### src/rtl/xor_fold_rotate_digest_unit_defines.svh
// ----------------------------------------------------------------------------
// xor fold rotate digest assertion macros
// concurrent checks on clk, disabled while rst_n is low
// ----------------------------------------------------------------------------
`ifndef XOR_FOLD_ROTATE_DIGEST_UNIT_DEFINES_SVH
`define XOR_FOLD_ROTATE_DIGEST_UNIT_DEFINES_SVH

`ifndef SYNTHESIS
`define FRD_ASSERT(lbl, prop, msg) \
  lbl: assert property (@(posedge clk) disable iff (!rst_n) (prop)) else $error(msg);
`define FRD_ASSERT_NEVER(lbl, cond, msg) \
  `FRD_ASSERT(lbl, !(cond), msg)
`else
`define FRD_ASSERT(lbl, prop, msg)
`define FRD_ASSERT_NEVER(lbl, cond, msg)
`endif

`endif

### src/rtl/frd_pkg.sv
// ----------------------------------------------------------------------------
// frd_pkg
// shared constants, datapath command types and the lane rotate function
// ----------------------------------------------------------------------------
package frd_pkg;

  localparam int DIGEST_BYTES_DEF = 32;
  localparam int MIX_ROUNDS_DEF   = 3;

  localparam int MIX_DISTANCE = 7;
  localparam int ROT_LEFT     = 3;
  localparam int ROT_RIGHT    = 5;
  localparam int NIBBLE_SHIFT = 4;

  typedef enum logic [2:0] {
    OP_NONE,
    OP_ABS_RD,
    OP_ABS_WR0,
    OP_ABS_WR1,
    OP_MIX_RD,
    OP_MIX_WR,
    OP_EMIT_RD,
    OP_CLEAR
  } dp_op_t;

  typedef struct packed {
    dp_op_t op;
    logic   load_in;
  } dp_cmd_t;

  function automatic logic [7:0] rotl3(input logic [7:0] v);
    rotl3 = (v << ROT_LEFT) | (v >> ROT_RIGHT);
  endfunction

endpackage

### src/rtl/frd_datapath.sv
// ----------------------------------------------------------------------------
// frd_datapath
// lane memory with valid bits, absorb position, byte latch and mix logic
// ----------------------------------------------------------------------------
module frd_datapath import frd_pkg::*; #(
  parameter int DIGEST_BYTES = DIGEST_BYTES_DEF,
  localparam int IDX_W = $clog2(DIGEST_BYTES)
) (
  input  logic             clk,
  input  logic             rst_n,
  input  dp_cmd_t          cmd,
  input  logic [IDX_W-1:0] lane_idx,
  input  logic [7:0]       in_data_byte,
  output logic [7:0]       out_digest_byte
);

  localparam logic [IDX_W-1:0] LAST_LANE = IDX_W'(DIGEST_BYTES - 1);
  localparam logic [IDX_W:0]   NB        = (IDX_W+1)'(DIGEST_BYTES);
  localparam logic [IDX_W:0]   DIST      = (IDX_W+1)'(MIX_DISTANCE);

  logic [7:0]             mem_r [DIGEST_BYTES];
  logic [DIGEST_BYTES-1:0] vld_r;
  logic [IDX_W-1:0]       pos_r;
  logic [7:0]             byte_r;
  logic [7:0]             rd0_r;
  logic [7:0]             rd1_r;

  logic [IDX_W-1:0] pos_inc;
  logic [IDX_W:0]   ahead_sum;
  logic [IDX_W-1:0] lane_ahead;
  logic             rd_en;
  logic [IDX_W-1:0] rd_addr0;
  logic [IDX_W-1:0] rd_addr1;
  logic             wr_en;
  logic [IDX_W-1:0] wr_addr;
  logic [7:0]       wr_data;

  assign pos_inc   = (pos_r == LAST_LANE) ? '0 : pos_r + 1'b1;
  assign ahead_sum = {1'b0, lane_idx} + DIST;
  // one compare and subtract, the sum stays below twice the lane count
  assign lane_ahead = (ahead_sum >= NB) ? IDX_W'(ahead_sum - NB) : IDX_W'(ahead_sum);

  always_comb begin
    rd_en    = 1'b0;
    rd_addr0 = lane_idx;
    rd_addr1 = lane_ahead;
    wr_en    = 1'b0;
    wr_addr  = lane_idx;
    wr_data  = rotl3(rd0_r ^ rd1_r);
    unique case (cmd.op)
      OP_ABS_RD: begin
        rd_en    = 1'b1;
        rd_addr0 = pos_r;
        rd_addr1 = pos_inc;
      end
      OP_ABS_WR0: begin
        wr_en   = 1'b1;
        wr_addr = pos_r;
        wr_data = rd0_r ^ byte_r;
      end
      OP_ABS_WR1: begin
        wr_en   = 1'b1;
        wr_addr = pos_inc;
        wr_data = rd1_r ^ (byte_r >> NIBBLE_SHIFT);
      end
      OP_MIX_RD: begin
        rd_en = 1'b1;
      end
      OP_MIX_WR: begin
        wr_en = 1'b1;
      end
      OP_EMIT_RD: begin
        rd_en = 1'b1;
      end
      OP_NONE, OP_CLEAR: begin
      end
      default: begin
      end
    endcase
  end

  // lane storage, entries without a valid bit read as zero
  always_ff @(posedge clk) begin
    if (wr_en) begin
      mem_r[wr_addr] <= wr_data;
    end
    if (rd_en) begin
      rd0_r <= vld_r[rd_addr0] ? mem_r[rd_addr0] : 8'h00;
      rd1_r <= vld_r[rd_addr1] ? mem_r[rd_addr1] : 8'h00;
    end
    if (cmd.load_in) begin
      byte_r <= in_data_byte;
    end
  end

  always_ff @(posedge clk) begin
    if (!rst_n) begin
      vld_r <= '0;
      pos_r <= '0;
    end else if (cmd.op == OP_CLEAR) begin
      vld_r <= '0;
      pos_r <= '0;
    end else begin
      if (wr_en) begin
        vld_r[wr_addr] <= 1'b1;
      end
      if (cmd.op == OP_ABS_WR1) begin
        pos_r <= pos_inc;
      end
    end
  end

  assign out_digest_byte = rd0_r;

endmodule

### src/rtl/frd_ctrl.sv
// ----------------------------------------------------------------------------
// frd_ctrl
// sequencer for absorb, mixing rounds and digest emission
// ----------------------------------------------------------------------------
`include "xor_fold_rotate_digest_unit_defines.svh"

module frd_ctrl import frd_pkg::*; #(
  parameter int DIGEST_BYTES = DIGEST_BYTES_DEF,
  parameter int MIX_ROUNDS   = MIX_ROUNDS_DEF,
  localparam int IDX_W = $clog2(DIGEST_BYTES)
) (
  input  logic             clk,
  input  logic             rst_n,
  input  logic             in_valid,
  output logic             in_ready,
  input  logic             in_carries_byte,
  input  logic             in_end_of_message,
  output logic             out_valid,
  input  logic             out_ready,
  output logic [4:0]       out_byte_position,
  output logic             out_final_byte,
  output dp_cmd_t          cmd,
  output logic [IDX_W-1:0] lane_idx
);

  localparam int RND_W = (MIX_ROUNDS > 1) ? $clog2(MIX_ROUNDS) : 1;
  localparam logic [IDX_W-1:0] LAST_LANE  = IDX_W'(DIGEST_BYTES - 1);
  localparam logic [RND_W-1:0] LAST_ROUND = RND_W'(MIX_ROUNDS - 1);

  typedef enum logic [2:0] {
    S_IDLE,
    S_ABS_RD,
    S_ABS_WR0,
    S_ABS_WR1,
    S_MIX_RD,
    S_MIX_WR,
    S_EMIT_RD,
    S_EMIT_WAIT
  } state_t;

  state_t           state_r;
  logic [IDX_W-1:0] lane_r;
  logic [RND_W-1:0] round_r;
  logic             eom_r;
  logic             out_valid_r;

  logic in_fire;
  logic out_fire;

  assign in_ready  = (state_r == S_IDLE);
  assign in_fire   = in_valid && in_ready;
  assign out_fire  = out_valid_r && out_ready;
  assign out_valid = out_valid_r;
  assign lane_idx  = lane_r;
  assign out_byte_position = 5'(lane_r);
  assign out_final_byte    = (lane_r == LAST_LANE);

  always_comb begin
    cmd.load_in = in_fire;
    cmd.op      = OP_NONE;
    unique case (state_r)
      S_IDLE:      cmd.op = OP_NONE;
      S_ABS_RD:    cmd.op = OP_ABS_RD;
      S_ABS_WR0:   cmd.op = OP_ABS_WR0;
      S_ABS_WR1:   cmd.op = OP_ABS_WR1;
      S_MIX_RD:    cmd.op = OP_MIX_RD;
      S_MIX_WR:    cmd.op = OP_MIX_WR;
      S_EMIT_RD:   cmd.op = OP_EMIT_RD;
      S_EMIT_WAIT: cmd.op = (out_fire && lane_r == LAST_LANE) ? OP_CLEAR : OP_NONE;
      default:     cmd.op = OP_NONE;
    endcase
  end

  always_ff @(posedge clk) begin
    if (!rst_n) begin
      state_r     <= S_IDLE;
      lane_r      <= '0;
      round_r     <= '0;
      eom_r       <= 1'b0;
      out_valid_r <= 1'b0;
    end else begin
      unique case (state_r)
        S_IDLE: begin
          if (in_valid) begin
            eom_r <= in_end_of_message;
            if (in_carries_byte) begin
              state_r <= S_ABS_RD;
            end else if (in_end_of_message) begin
              state_r <= S_MIX_RD;
            end
          end
        end
        S_ABS_RD:  state_r <= S_ABS_WR0;
        S_ABS_WR0: state_r <= S_ABS_WR1;
        S_ABS_WR1: state_r <= eom_r ? S_MIX_RD : S_IDLE;
        S_MIX_RD:  state_r <= S_MIX_WR;
        S_MIX_WR: begin
          if (lane_r == LAST_LANE) begin
            lane_r <= '0;
            if (round_r == LAST_ROUND) begin
              round_r <= '0;
              state_r <= S_EMIT_RD;
            end else begin
              round_r <= round_r + 1'b1;
              state_r <= S_MIX_RD;
            end
          end else begin
            lane_r  <= lane_r + 1'b1;
            state_r <= S_MIX_RD;
          end
        end
        S_EMIT_RD: begin
          out_valid_r <= 1'b1;
          state_r     <= S_EMIT_WAIT;
        end
        S_EMIT_WAIT: begin
          if (out_ready) begin
            out_valid_r <= 1'b0;
            if (lane_r == LAST_LANE) begin
              lane_r  <= '0;
              state_r <= S_IDLE;
            end else begin
              lane_r  <= lane_r + 1'b1;
              state_r <= S_EMIT_RD;
            end
          end
        end
        default: state_r <= S_IDLE;
      endcase
    end
  end

  `FRD_ASSERT_NEVER(a_no_accept_while_emitting, in_ready && out_valid_r,
                    "input accepted while a digest item is pending")
  `FRD_ASSERT(a_final_done_returns_idle, out_fire && out_final_byte |=> in_ready,
              "block not idle after the last digest item")
  `FRD_ASSERT(a_round_in_range, round_r <= LAST_ROUND,
              "mixing round counter out of range")
  `FRD_ASSERT(a_valid_only_in_wait, out_valid_r |-> state_r == S_EMIT_WAIT,
              "result valid outside the emit wait state")

endmodule

### src/rtl/xor_fold_rotate_digest_unit.sv
// throughput: a byte item runs absorb read, write0, write1 before the next; an idle item every cycle
// end of message: MIX_ROUNDS mixing rounds over all DIGEST_BYTES lanes,
// one read and one write of the lane memory per mixing step
// then each digest item takes a memory read, then the output handshake
// reset clears lanes at once through per-lane valid bits; no clearing pass
// ----------------------------------------------------------------------------
// xor_fold_rotate_digest_unit
// byte-wise xor fold digest with rotate mixing rounds, top level
// ----------------------------------------------------------------------------
module xor_fold_rotate_digest_unit import frd_pkg::*; #(
  parameter int DIGEST_BYTES = DIGEST_BYTES_DEF,
  parameter int MIX_ROUNDS   = MIX_ROUNDS_DEF
) (
  input  logic       clk,
  input  logic       rst_n,
  input  logic       in_valid,
  output logic       in_ready,
  input  logic [7:0] in_data_byte,
  input  logic       in_carries_byte,
  input  logic       in_end_of_message,
  output logic       out_valid,
  input  logic       out_ready,
  output logic [7:0] out_digest_byte,
  output logic [4:0] out_byte_position,
  output logic       out_final_byte
);

  localparam int IDX_W = $clog2(DIGEST_BYTES);

  dp_cmd_t          cmd;
  logic [IDX_W-1:0] lane_idx;

  frd_ctrl #(
    .DIGEST_BYTES(DIGEST_BYTES),
    .MIX_ROUNDS  (MIX_ROUNDS)
  ) u_ctrl (
    .clk              (clk),
    .rst_n            (rst_n),
    .in_valid         (in_valid),
    .in_ready         (in_ready),
    .in_carries_byte  (in_carries_byte),
    .in_end_of_message(in_end_of_message),
    .out_valid        (out_valid),
    .out_ready        (out_ready),
    .out_byte_position(out_byte_position),
    .out_final_byte   (out_final_byte),
    .cmd              (cmd),
    .lane_idx         (lane_idx)
  );

  frd_datapath #(
    .DIGEST_BYTES(DIGEST_BYTES)
  ) u_datapath (
    .clk            (clk),
    .rst_n          (rst_n),
    .cmd            (cmd),
    .lane_idx       (lane_idx),
    .in_data_byte   (in_data_byte),
    .out_digest_byte(out_digest_byte)
  );

endmodule

### config.mk
export PLATFORM = sky130hd
export DESIGN_NAME = xor_fold_rotate_digest_unit
export DESIGN_NICKNAME = d
export VERILOG_FILES = /design/src/rtl/frd_pkg.sv /design/src/rtl/frd_datapath.sv /design/src/rtl/frd_ctrl.sv /design/src/rtl/xor_fold_rotate_digest_unit.sv
export VERILOG_INCLUDE_DIRS = /design/src /design/src/rtl
export SDC_FILE = /design/constraint.sdc
export NUM_CORES = 1
export LEC_CHECK = 0
export BUFFER_PORTS_ARGS = -buffer_cell sky130_fd_sc_hd__buf_2
export CAP_MARGIN = 5
export CORE_MARGIN = 4
export CORE_UTILIZATION = 25
export CTS_BUF_LIST = sky130_fd_sc_hd__clkbuf_2 sky130_fd_sc_hd__clkbuf_4 sky130_fd_sc_hd__clkbuf_8
export DETAILED_ROUTE_END_ITERATION = 7
export PLACE_DENSITY = 0.46
export SLEW_MARGIN = 25
export SYNTH_ARGS = -nofsm -noshare
export SYNTH_HDL_FRONTEND = slang
export SYNTH_HIERARCHICAL = 1
export SYNTH_SLANG_ARGS = --single-unit
### constraint.sdc
create_clock -name clk -period 4.2 [get_ports clk]
set_clock_uncertainty 0.1 [all_clocks]
set_input_delay 0.42 -clock clk [delete_from_list [all_inputs] [get_ports clk]]
set_output_delay 0.42 -clock clk [all_outputs]
set_load 0.02 [all_outputs]
==> results of run 1 <==
[report_power, final]
group / leakage, µW / total (µW) / internal (µW) / switching (µW)
Sequential: 0.00292 / 4970 / 4760 / 206
Combinational: 0.00367 / 5020 / 1600 / 3420
Clock: 0.000580 / 2930 / 1570 / 1360
Total: 0.00717 / 12900 / 7940 / 4980
[sequential cells by signal (all words and copies together) (netlist names), 3 cells and up]
register and cells:
u_ctrl/lane_idx 5, u_ctrl/state_r 3, u_datapath/byte_r 8, u_datapath/mem_r 256, u_datapath/out_digest_byte 8, u_datapath/pos_r 5, u_datapath/rd1_r 8, u_datapath/vld_r 32
[critical path, cell delays in order (launching register included)]
cell and delay [ns]:
dfxtp_1 0.33, ha_1 0.19, and3_1 0.17, ha_1 0.16, nand3_1 0.13, a31oi_2 0.22
or3b_4 0.44, buf_6 0.18, mux2i_4 0.23, buf_12 0.18, buf_4 0.20, buf_4 0.18
nand2_1 0.07, a21oi_1 0.06, a311oi_1 0.26, o22ai_1 0.15, a221oi_2 0.33, o2bb2ai_1 0.13
[routing by layer]
| metal | share of wire [%] | vias up | global-route usage, % |
|---|---|---|---|
| met4 | 2.4 | 0 | 4.24 |
| met3 | 6.4 | 89 | 2.64 |
| met1 | 43 | 6669 | 22.2 |
| met2 | 48 | 518 | 27.9 |
| li1 | - | 5984 | - |
| met5 | 0 | - | 0 |
[metrics by stage]
| stage | hold WS [ns] | instances | setup TNS, ns | power (µW) | area [µm²] |
|---|---|---|---|---|---|
| 2_1_floorplan | 0.344 | 1513 | 0 | 7530 | 16800 |
| 3_5_place_dp | 0.376 | 2451 | -0.0290 | 9910 | 18800 |
| 5_1_grt | 0.0624 | 2569 | 0 | 13500 | 20100 |
| 3_3_place_gp | 0.360 | 2451 | -0.00326 | 9890 | 18800 |
| 6_report | 0.0841 | 2570 | 0 | 12900 | 20200 |
| 4_1_cts | 0.0135 | 2564 | 0 | 12900 | 20000 |
[worst paths after layout]
check	endpoint	slack (ns)	depth (start not counted)
worst max register to register	u_datapath/rd1_r[0]	0.22	17
worst min register to register	u_ctrl/round_r[0]	0.38	2
worst max-delay path	u_datapath/rd1_r[0]	0.22	17
worst min-delay path	u_ctrl/state_r[0]	0.08	4
[kinds of logic after synthesis]
kind of cell | share of synthesized area [%]
compound gates | 14.0
buf+inv | 4.21
fa+ha+maj | 0.373
mux | 8.11
xor+xnor | 1.25
simple gates | 16.0
flops | 56.0
[final cells by class]
type / instances / area (µm²) / share of cell area, %
inverter: 13 / 48.8 / 0.242
timing repair buffer: 202 / 1690 / 8.41
tap: 864 / 1080 / 5.36
multi-input combinational: 1059 / 6820 / 33.8
clock inverter: 23 / 171 / 0.851
sequential: 329 / 9390 / 46.6
antenna: 2 / 5.00 / 0.0248
clock buffer: 78 / 942 / 4.68
[repair_timing]
| action | 4_1_cts | 5_1_grt |
|---|---|---|
| hold buffers | 12 | 0 |
| pin swaps | 0 | 2 |
| endpoints found under the setup margin | 1 | 16 |
| hold endpoints to repair | 14 | 0 |
| setup buffers | 0 | 4 |
| resized for setup | 1 | 15 |
[layout by cell type, fill, tap and decap left out, drive strengths merged, types with 3 or more instances in the layout]
master	Yosys	routed
nor2	145	145
nand2b	9	9
a21oi	105	105
a21o	8	8
nor3	7	7
a211oi	23	23
nand2	315	315
nor2b	3	3
nor3b	5	5
dlygate4sd3	0	12
a22oi	6	6
edfxtp	280	280
o21a	12	12
xor2	6	6
clkbuf	44	78
a31oi	29	29
buf	68	190
dfxtp	49	49
o21ai	37	37
mux2i	26	26
clkinv	1	17
o211ai	12	12
ha	5	5
clkinvlp	0	3
o31a	6	6
a31o	4	4
a311oi	43	43
mux4	41	41
xnor2	18	18
o2bb2ai	8	8
o22a	8	8
o22ai	10	10
a22o	6	6
inv	12	14
a221oi	14	14
mux2	6	6
and2	14	14
and3	56	56
nand3	42	42
==> impl_metrics.py, run 1 <==
metrics = {
    "logic_synthesis": {
        "syn_inst": 1513,
        "yosys_warnings": 6,
        "synth_top_area_share_pct": 50.2,
        "yosysMostFrequentCell": "nand2_1",
        "seq_area_frac_synth_pct": 56.0,
        "syn_avg_cell_area_um2": 11.1,
        "async_flop_share_pct": 0,
        "synth_seq_cells": 329,
        "yosys.area.top_type": "edfxtp_1",
        "synthDistinctLibCells": 75,
        "synth_area_leaders": "edfxtp_1, nand2_1, dfxtp_1, nor2_1, a21oi_1",
        "synth_nets": 1532,
        "synth.cell_area_um2": 16800,
        "synth_edf_count": 280,
        "synth_common_cells": "nand2_1, edfxtp_1, nor2_1",
        "synth-main-ff-cell": "edfxtp_1",
    },
    "timing": {
        "max_freq_ghz": 0.251,
        "setup_violations": 0,
        "report.final.hold_viol_count": 0,
        "final.setup.worst_slack_ns": 0.219,
        "worst_pin_slew_ns": 0.733,
        "post-route-period-util_pct": 94.8,
        "layout_min_cycle_time_ns": 3.98,
        "maxSlewViolCount": 0,
        "maxSlewHeadroom_pct": 50.4,
        "rsz0062_at_grt": "false",
    },
    "floorplan": {
        "die_x_um": 267,
        "initial_core_util_pct": 25.4,
        "die_y_um": 267,
        "rows": 94,
        "pin_count": 30,
        "core_area_um2": 66100,
        "dieArea_um2": 71200,
    },
    "grt": {
        "grtUsageTotal_pct": 16.5,
        "grt.overflow.total": 0,
        "antenna_found_initial": 4,
        "grt_pass1_vias": 12800,
        "grt_pass1_wl_um": 87800,
        "grt_max_degree": 52,
    },
    "power_and_ir_drop": {
        "vdd.ir_drop.worst_uv": 519,
        "powerDensity_nw_per_um2": 641,
        "power.leakage_uw": 0.00717,
    },
    "final_layout": {
        "areaGrowthSynthToFinish_pct": 20.2,
        "num-fill-cells": 6750,
        "nets": 1680,
        "final_layout_size_suffix_gt1_share_pct": 20.5,
        "final_core_utilization_pct": 30.5,
    },
    "clock_tree": {
        "h-tree-depth": 2,
        "clk_pin_slew_ns": 0.06,
        "cts_root_buffer": "clkbuf_8",
        "cts_tree": "built",
        "cts_sinks": 329,
        "clk_latency_ns": 0.67,
        "cts_made_buffers": 56,
        "clock_path_buffers": 3,
    },
    "worst_setup_path": {
        "crit_path_end_kind": "flop",
        "cp_max_fo": 15,
        "startpoint_type": "flop",
        "critPathArrivalTime_ns": 4.29,
        "critPathKind": "reg2reg",
        "r2r_start": "u_ctrl/lane_idx[0]",
        "required_ns": 4.51,
        "crit_start": "u_ctrl/lane_idx[0]",
    },
    "routing": {
        "drtIter0Drc": 1445,
        "dr.pass1.iters": 6,
        "drc": 0,
        "wire_per_inst_um": 23.3,
        "wirelength_um": 59900,
        "avgViaCountPerCell": 5.16,
        "drtAntennaViolNets": 0,
        "vias": 13300,
    },
    "placed_design": {
        "dp_hpwl_um": 41800,
        "post-place-ws_ns": -0.0290,
        "place_congestion": 0.882,
        "port_buffers": 29,
    },
    "hold_path": {
        "holdCritPathClass": "in2reg",
        "hold_start": "in_carries_byte",
    },
    "flow_run": {
        "maxCapViolCount": 0,
    },
    "status": {
        "status": "finished clean",
    },
}
(Power assumes the default switching activity.)
==> inputs of run 2 (changes only) <==
Settings changed: ABC_AREA set to 1.
==> run 2 against run 1 <==
Compared with the run above: setup slack improved by 0.067 ns; global-route usage rose by 1.1 points; critical endpoint is now u_datapath/rd1_r[1]; first-iteration DRC count rose by 36%; hold slack improved by 0.0084 ns; clock power rose by 16%; core utilization fell by 0.65 points; routed wire length rose by 13%; non-clock buffer count fell by 99; sequential power fell by 8.9%.
==> impl_metrics.py, run 2 <==
metrics = {
    "logic_synthesis": {
        "synth_area_leaders": "edfxtp_1, nand3_1, nand2_1, inv_1, dfxtp_1",
        "synth_top_area_share_pct": 46.8,
        "synth-main-ff-cell": "edfxtp_1",
        "syn_avg_cell_area_um2": 7.98,
        "yosys.area.top_type": "edfxtp_1",
        "async_flop_share_pct": 0,
        "synth_edf_count": 280,
        "synth_nets": 2270,
        "synth_common_cells": "nand3_1, nand2_1, inv_1",
        "yosysMostFrequentCell": "nand3_1",
        "syn_inst": 2251,
        "synthDistinctLibCells": 37,
        "synth_seq_cells": 329,
        "yosys_warnings": 6,
        "seq_area_frac_synth_pct": 52.3,
        "synth.cell_area_um2": 18000,
    },
    "timing": {
        "report.final.hold_viol_count": 0,
        "post-route-period-util_pct": 93.2,
        "layout_min_cycle_time_ns": 3.91,
        "fin_tns_setup_ns": 0,
        "rsz0062_at_grt": "true",
        "maxSlewHeadroom_pct": 42.2,
        "hold_slack_ns": 0.0925,
        "max_freq_ghz": 0.256,
        "setup_violations": 0,
        "maxSlewViolCount": 0,
        "worst_pin_slew_ns": 0.864,
    },
    "power_and_ir_drop": {
        "power.leakage_uw": 0.00890,
        "powerDensity_nw_per_um2": 650,
        "vdd.ir_drop.worst_uv": 421,
    },
    "floorplan": {
        "core_area_um2": 70600,
        "pin_count": 30,
        "rows": 97,
        "initial_core_util_pct": 25.4,
        "die_y_um": 276,
        "dieArea_um2": 76200,
        "die_x_um": 276,
    },
    "clock_tree": {
        "cts_sinks": 329,
        "clock_path_buffers": 3,
        "clk_pin_slew_ns": 0.06,
        "cts_made_buffers": 67,
        "cts_root_buffer": "clkbuf_8",
        "clk_latency_ns": 0.65,
        "h-tree-depth": 3,
        "cts_tree": "built",
    },
    "worst_setup_path": {
        "crit_path_end_kind": "flop",
        "crit_top_cell": "nand3_1",
        "critPathKind": "reg2reg",
        "cp_max_fo": 27,
        "required_ns": 4.51,
        "startpoint_type": "flop",
        "crit_slowest_cell": "dfxtp_1",
        "crit_start": "u_ctrl/lane_idx[3]",
        "r2r_start": "u_ctrl/lane_idx[3]",
        "critPathArrivalTime_ns": 4.22,
        "crit_chain": "inv_1, nor2_1, ha_1, nand4_1, o21ai_1, inv_2, nor2_2, nand3_1, nand2_4, buf_12, buf_12, nand2_1, nand3_1, nand3_1, nand3_1, nand3_1, nand2_1, nor2_1",
        "max_stage_delay_ns": 0.45,
    },
    "routing": {
        "drc": 0,
        "dr.pass1.iters": 5,
        "vias": 16300,
        "avgViaCountPerCell": 4.96,
        "wirelength_um": 67900,
        "drtAntennaViolNets": 0,
        "wire_per_inst_um": 20.6,
        "drtIter0Drc": 1961,
    },
    "final_layout": {
        "largest_registers": "u_datapath/mem_r x256, u_datapath/vld_r x32",
        "regMostFlops": "u_datapath/mem_r",
        "largest_register_ffs": 256,
        "most-common-layout-cells": "nand3_1, nand2_1, inv_1",
        "nets": 2315,
        "areaGrowthSynthToFinish_pct": 17.4,
        "final_layout_size_suffix_gt1_share_pct": 10.8,
        "layout_commonest_cell": "nand3_1",
    },
    "hold_path": {
        "holdCritPathClass": "in2reg",
        "hold_start": "in_carries_byte",
    },
    "status": {
        "status": "finished clean",
    },
    "grt": {
        "grtUsageTotal_pct": 17.7,
        "grt_pass1_wl_um": 101000,
        "antenna_found_initial": 0,
        "grt_pass1_vias": 15900,
        "grt.overflow.total": 0,
        "grt_max_degree": 104,
    },
    "placed_design": {
        "port_buffers": 29,
        "place_congestion": 0.882,
        "dp_hpwl_um": 44100,
    },
    "flow_run": {
        "maxCapViolCount": 0,
    },
}
==> run 2: changes by cell type after synthesis, sizes merged, moves of 41 or more <==
cell    change
nand3     +624
inv       +349
nand2     +272
nor2       -90
and3       -56
a21oi      -51
a311oi     -43
mux4       -41
==> run 2: per-stage QoR <==
step                      util, %  cells  power, µW  area [µm²]  setup WS, ns
after floorplan                 -   2251       7680       18000         0.748
after global placement       27.6   3153      10300       19500         0.274
after detailed placement     27.6   3153      10300       19500         0.184
after CTS                    29.7   3284      13700       21000         0.178
after global routing         29.8   3287      14400       21100       -0.0905
final                        29.8   3288      13700       21100         0.286
==> run 2: final cells by class <==
class                   count  area, µm²
fillers                  7518      49600
flip-flops and latches    329       9390
multi-input cells        1430       6810
inverters                 365       1400
well taps                 940       1180
clock buffers              95       1160
repair buffers            103        953
clock inverters            25        178
diodes                      1       2.50
==> run 2: logic make-up after synthesis <==
logic type | share of synthesized area [%]
fa+ha+maj | 0.348
simple gates | 32.7
xor+xnor | 0.732
buf+inv | 10.8
flops | 52.3
compound gates | 3.09
==> run 2: worst max-delay path: cells and delay by family, from the launching register on <==
| kind | cells | cell delay (ns) |
|---|---|---|
| AO/OA/AOI/OAI | 1 | 0.32 |
| adder cells (fa/ha/maj) | 1 | 0.26 |
| buffers and inverters | 4 | 0.67 |
| flip-flops | 1 | 0.45 |
| AND/OR/NAND/NOR | 12 | 1.85 |
==> run 2: repair_timing <==
action,CTS,global route
resized for setup,0,19
hold buffers,11,0
setup buffers,0,3
setup endpoints to repair,0,138
endpoints found under the hold margin,12,0
==> run 2: worst paths after layout <==
kind | slack [ns] | to | cells past startpoint
setup / recovery | 0.29 | u_datapath/rd1_r[1] | 18
hold / removal | 0.09 | u_ctrl/state_r[0] | 5
setup reg to reg | 0.29 | u_datapath/rd1_r[1] | 18
hold reg to reg | 0.38 | u_datapath/vld_r[30] | 2
==> run 2: per-layer routing <==
metal  global-route usage (%)  up-vias  share of wire [%]
li1                         -     7506                  -
met1                     24.1     7869                 43
met2                     27.9      796                 45
met3                     3.31      149                7.9
met4                     6.66        0                3.6
met5                        0        -                  0
==> run 2: power by group <==
group          switching, µW  total, µW  internal [µW]
sequential               175       4530           4360
clock                   1480       3390           1910
combinational           4290       5780           1490
total                   5950      13700           7750
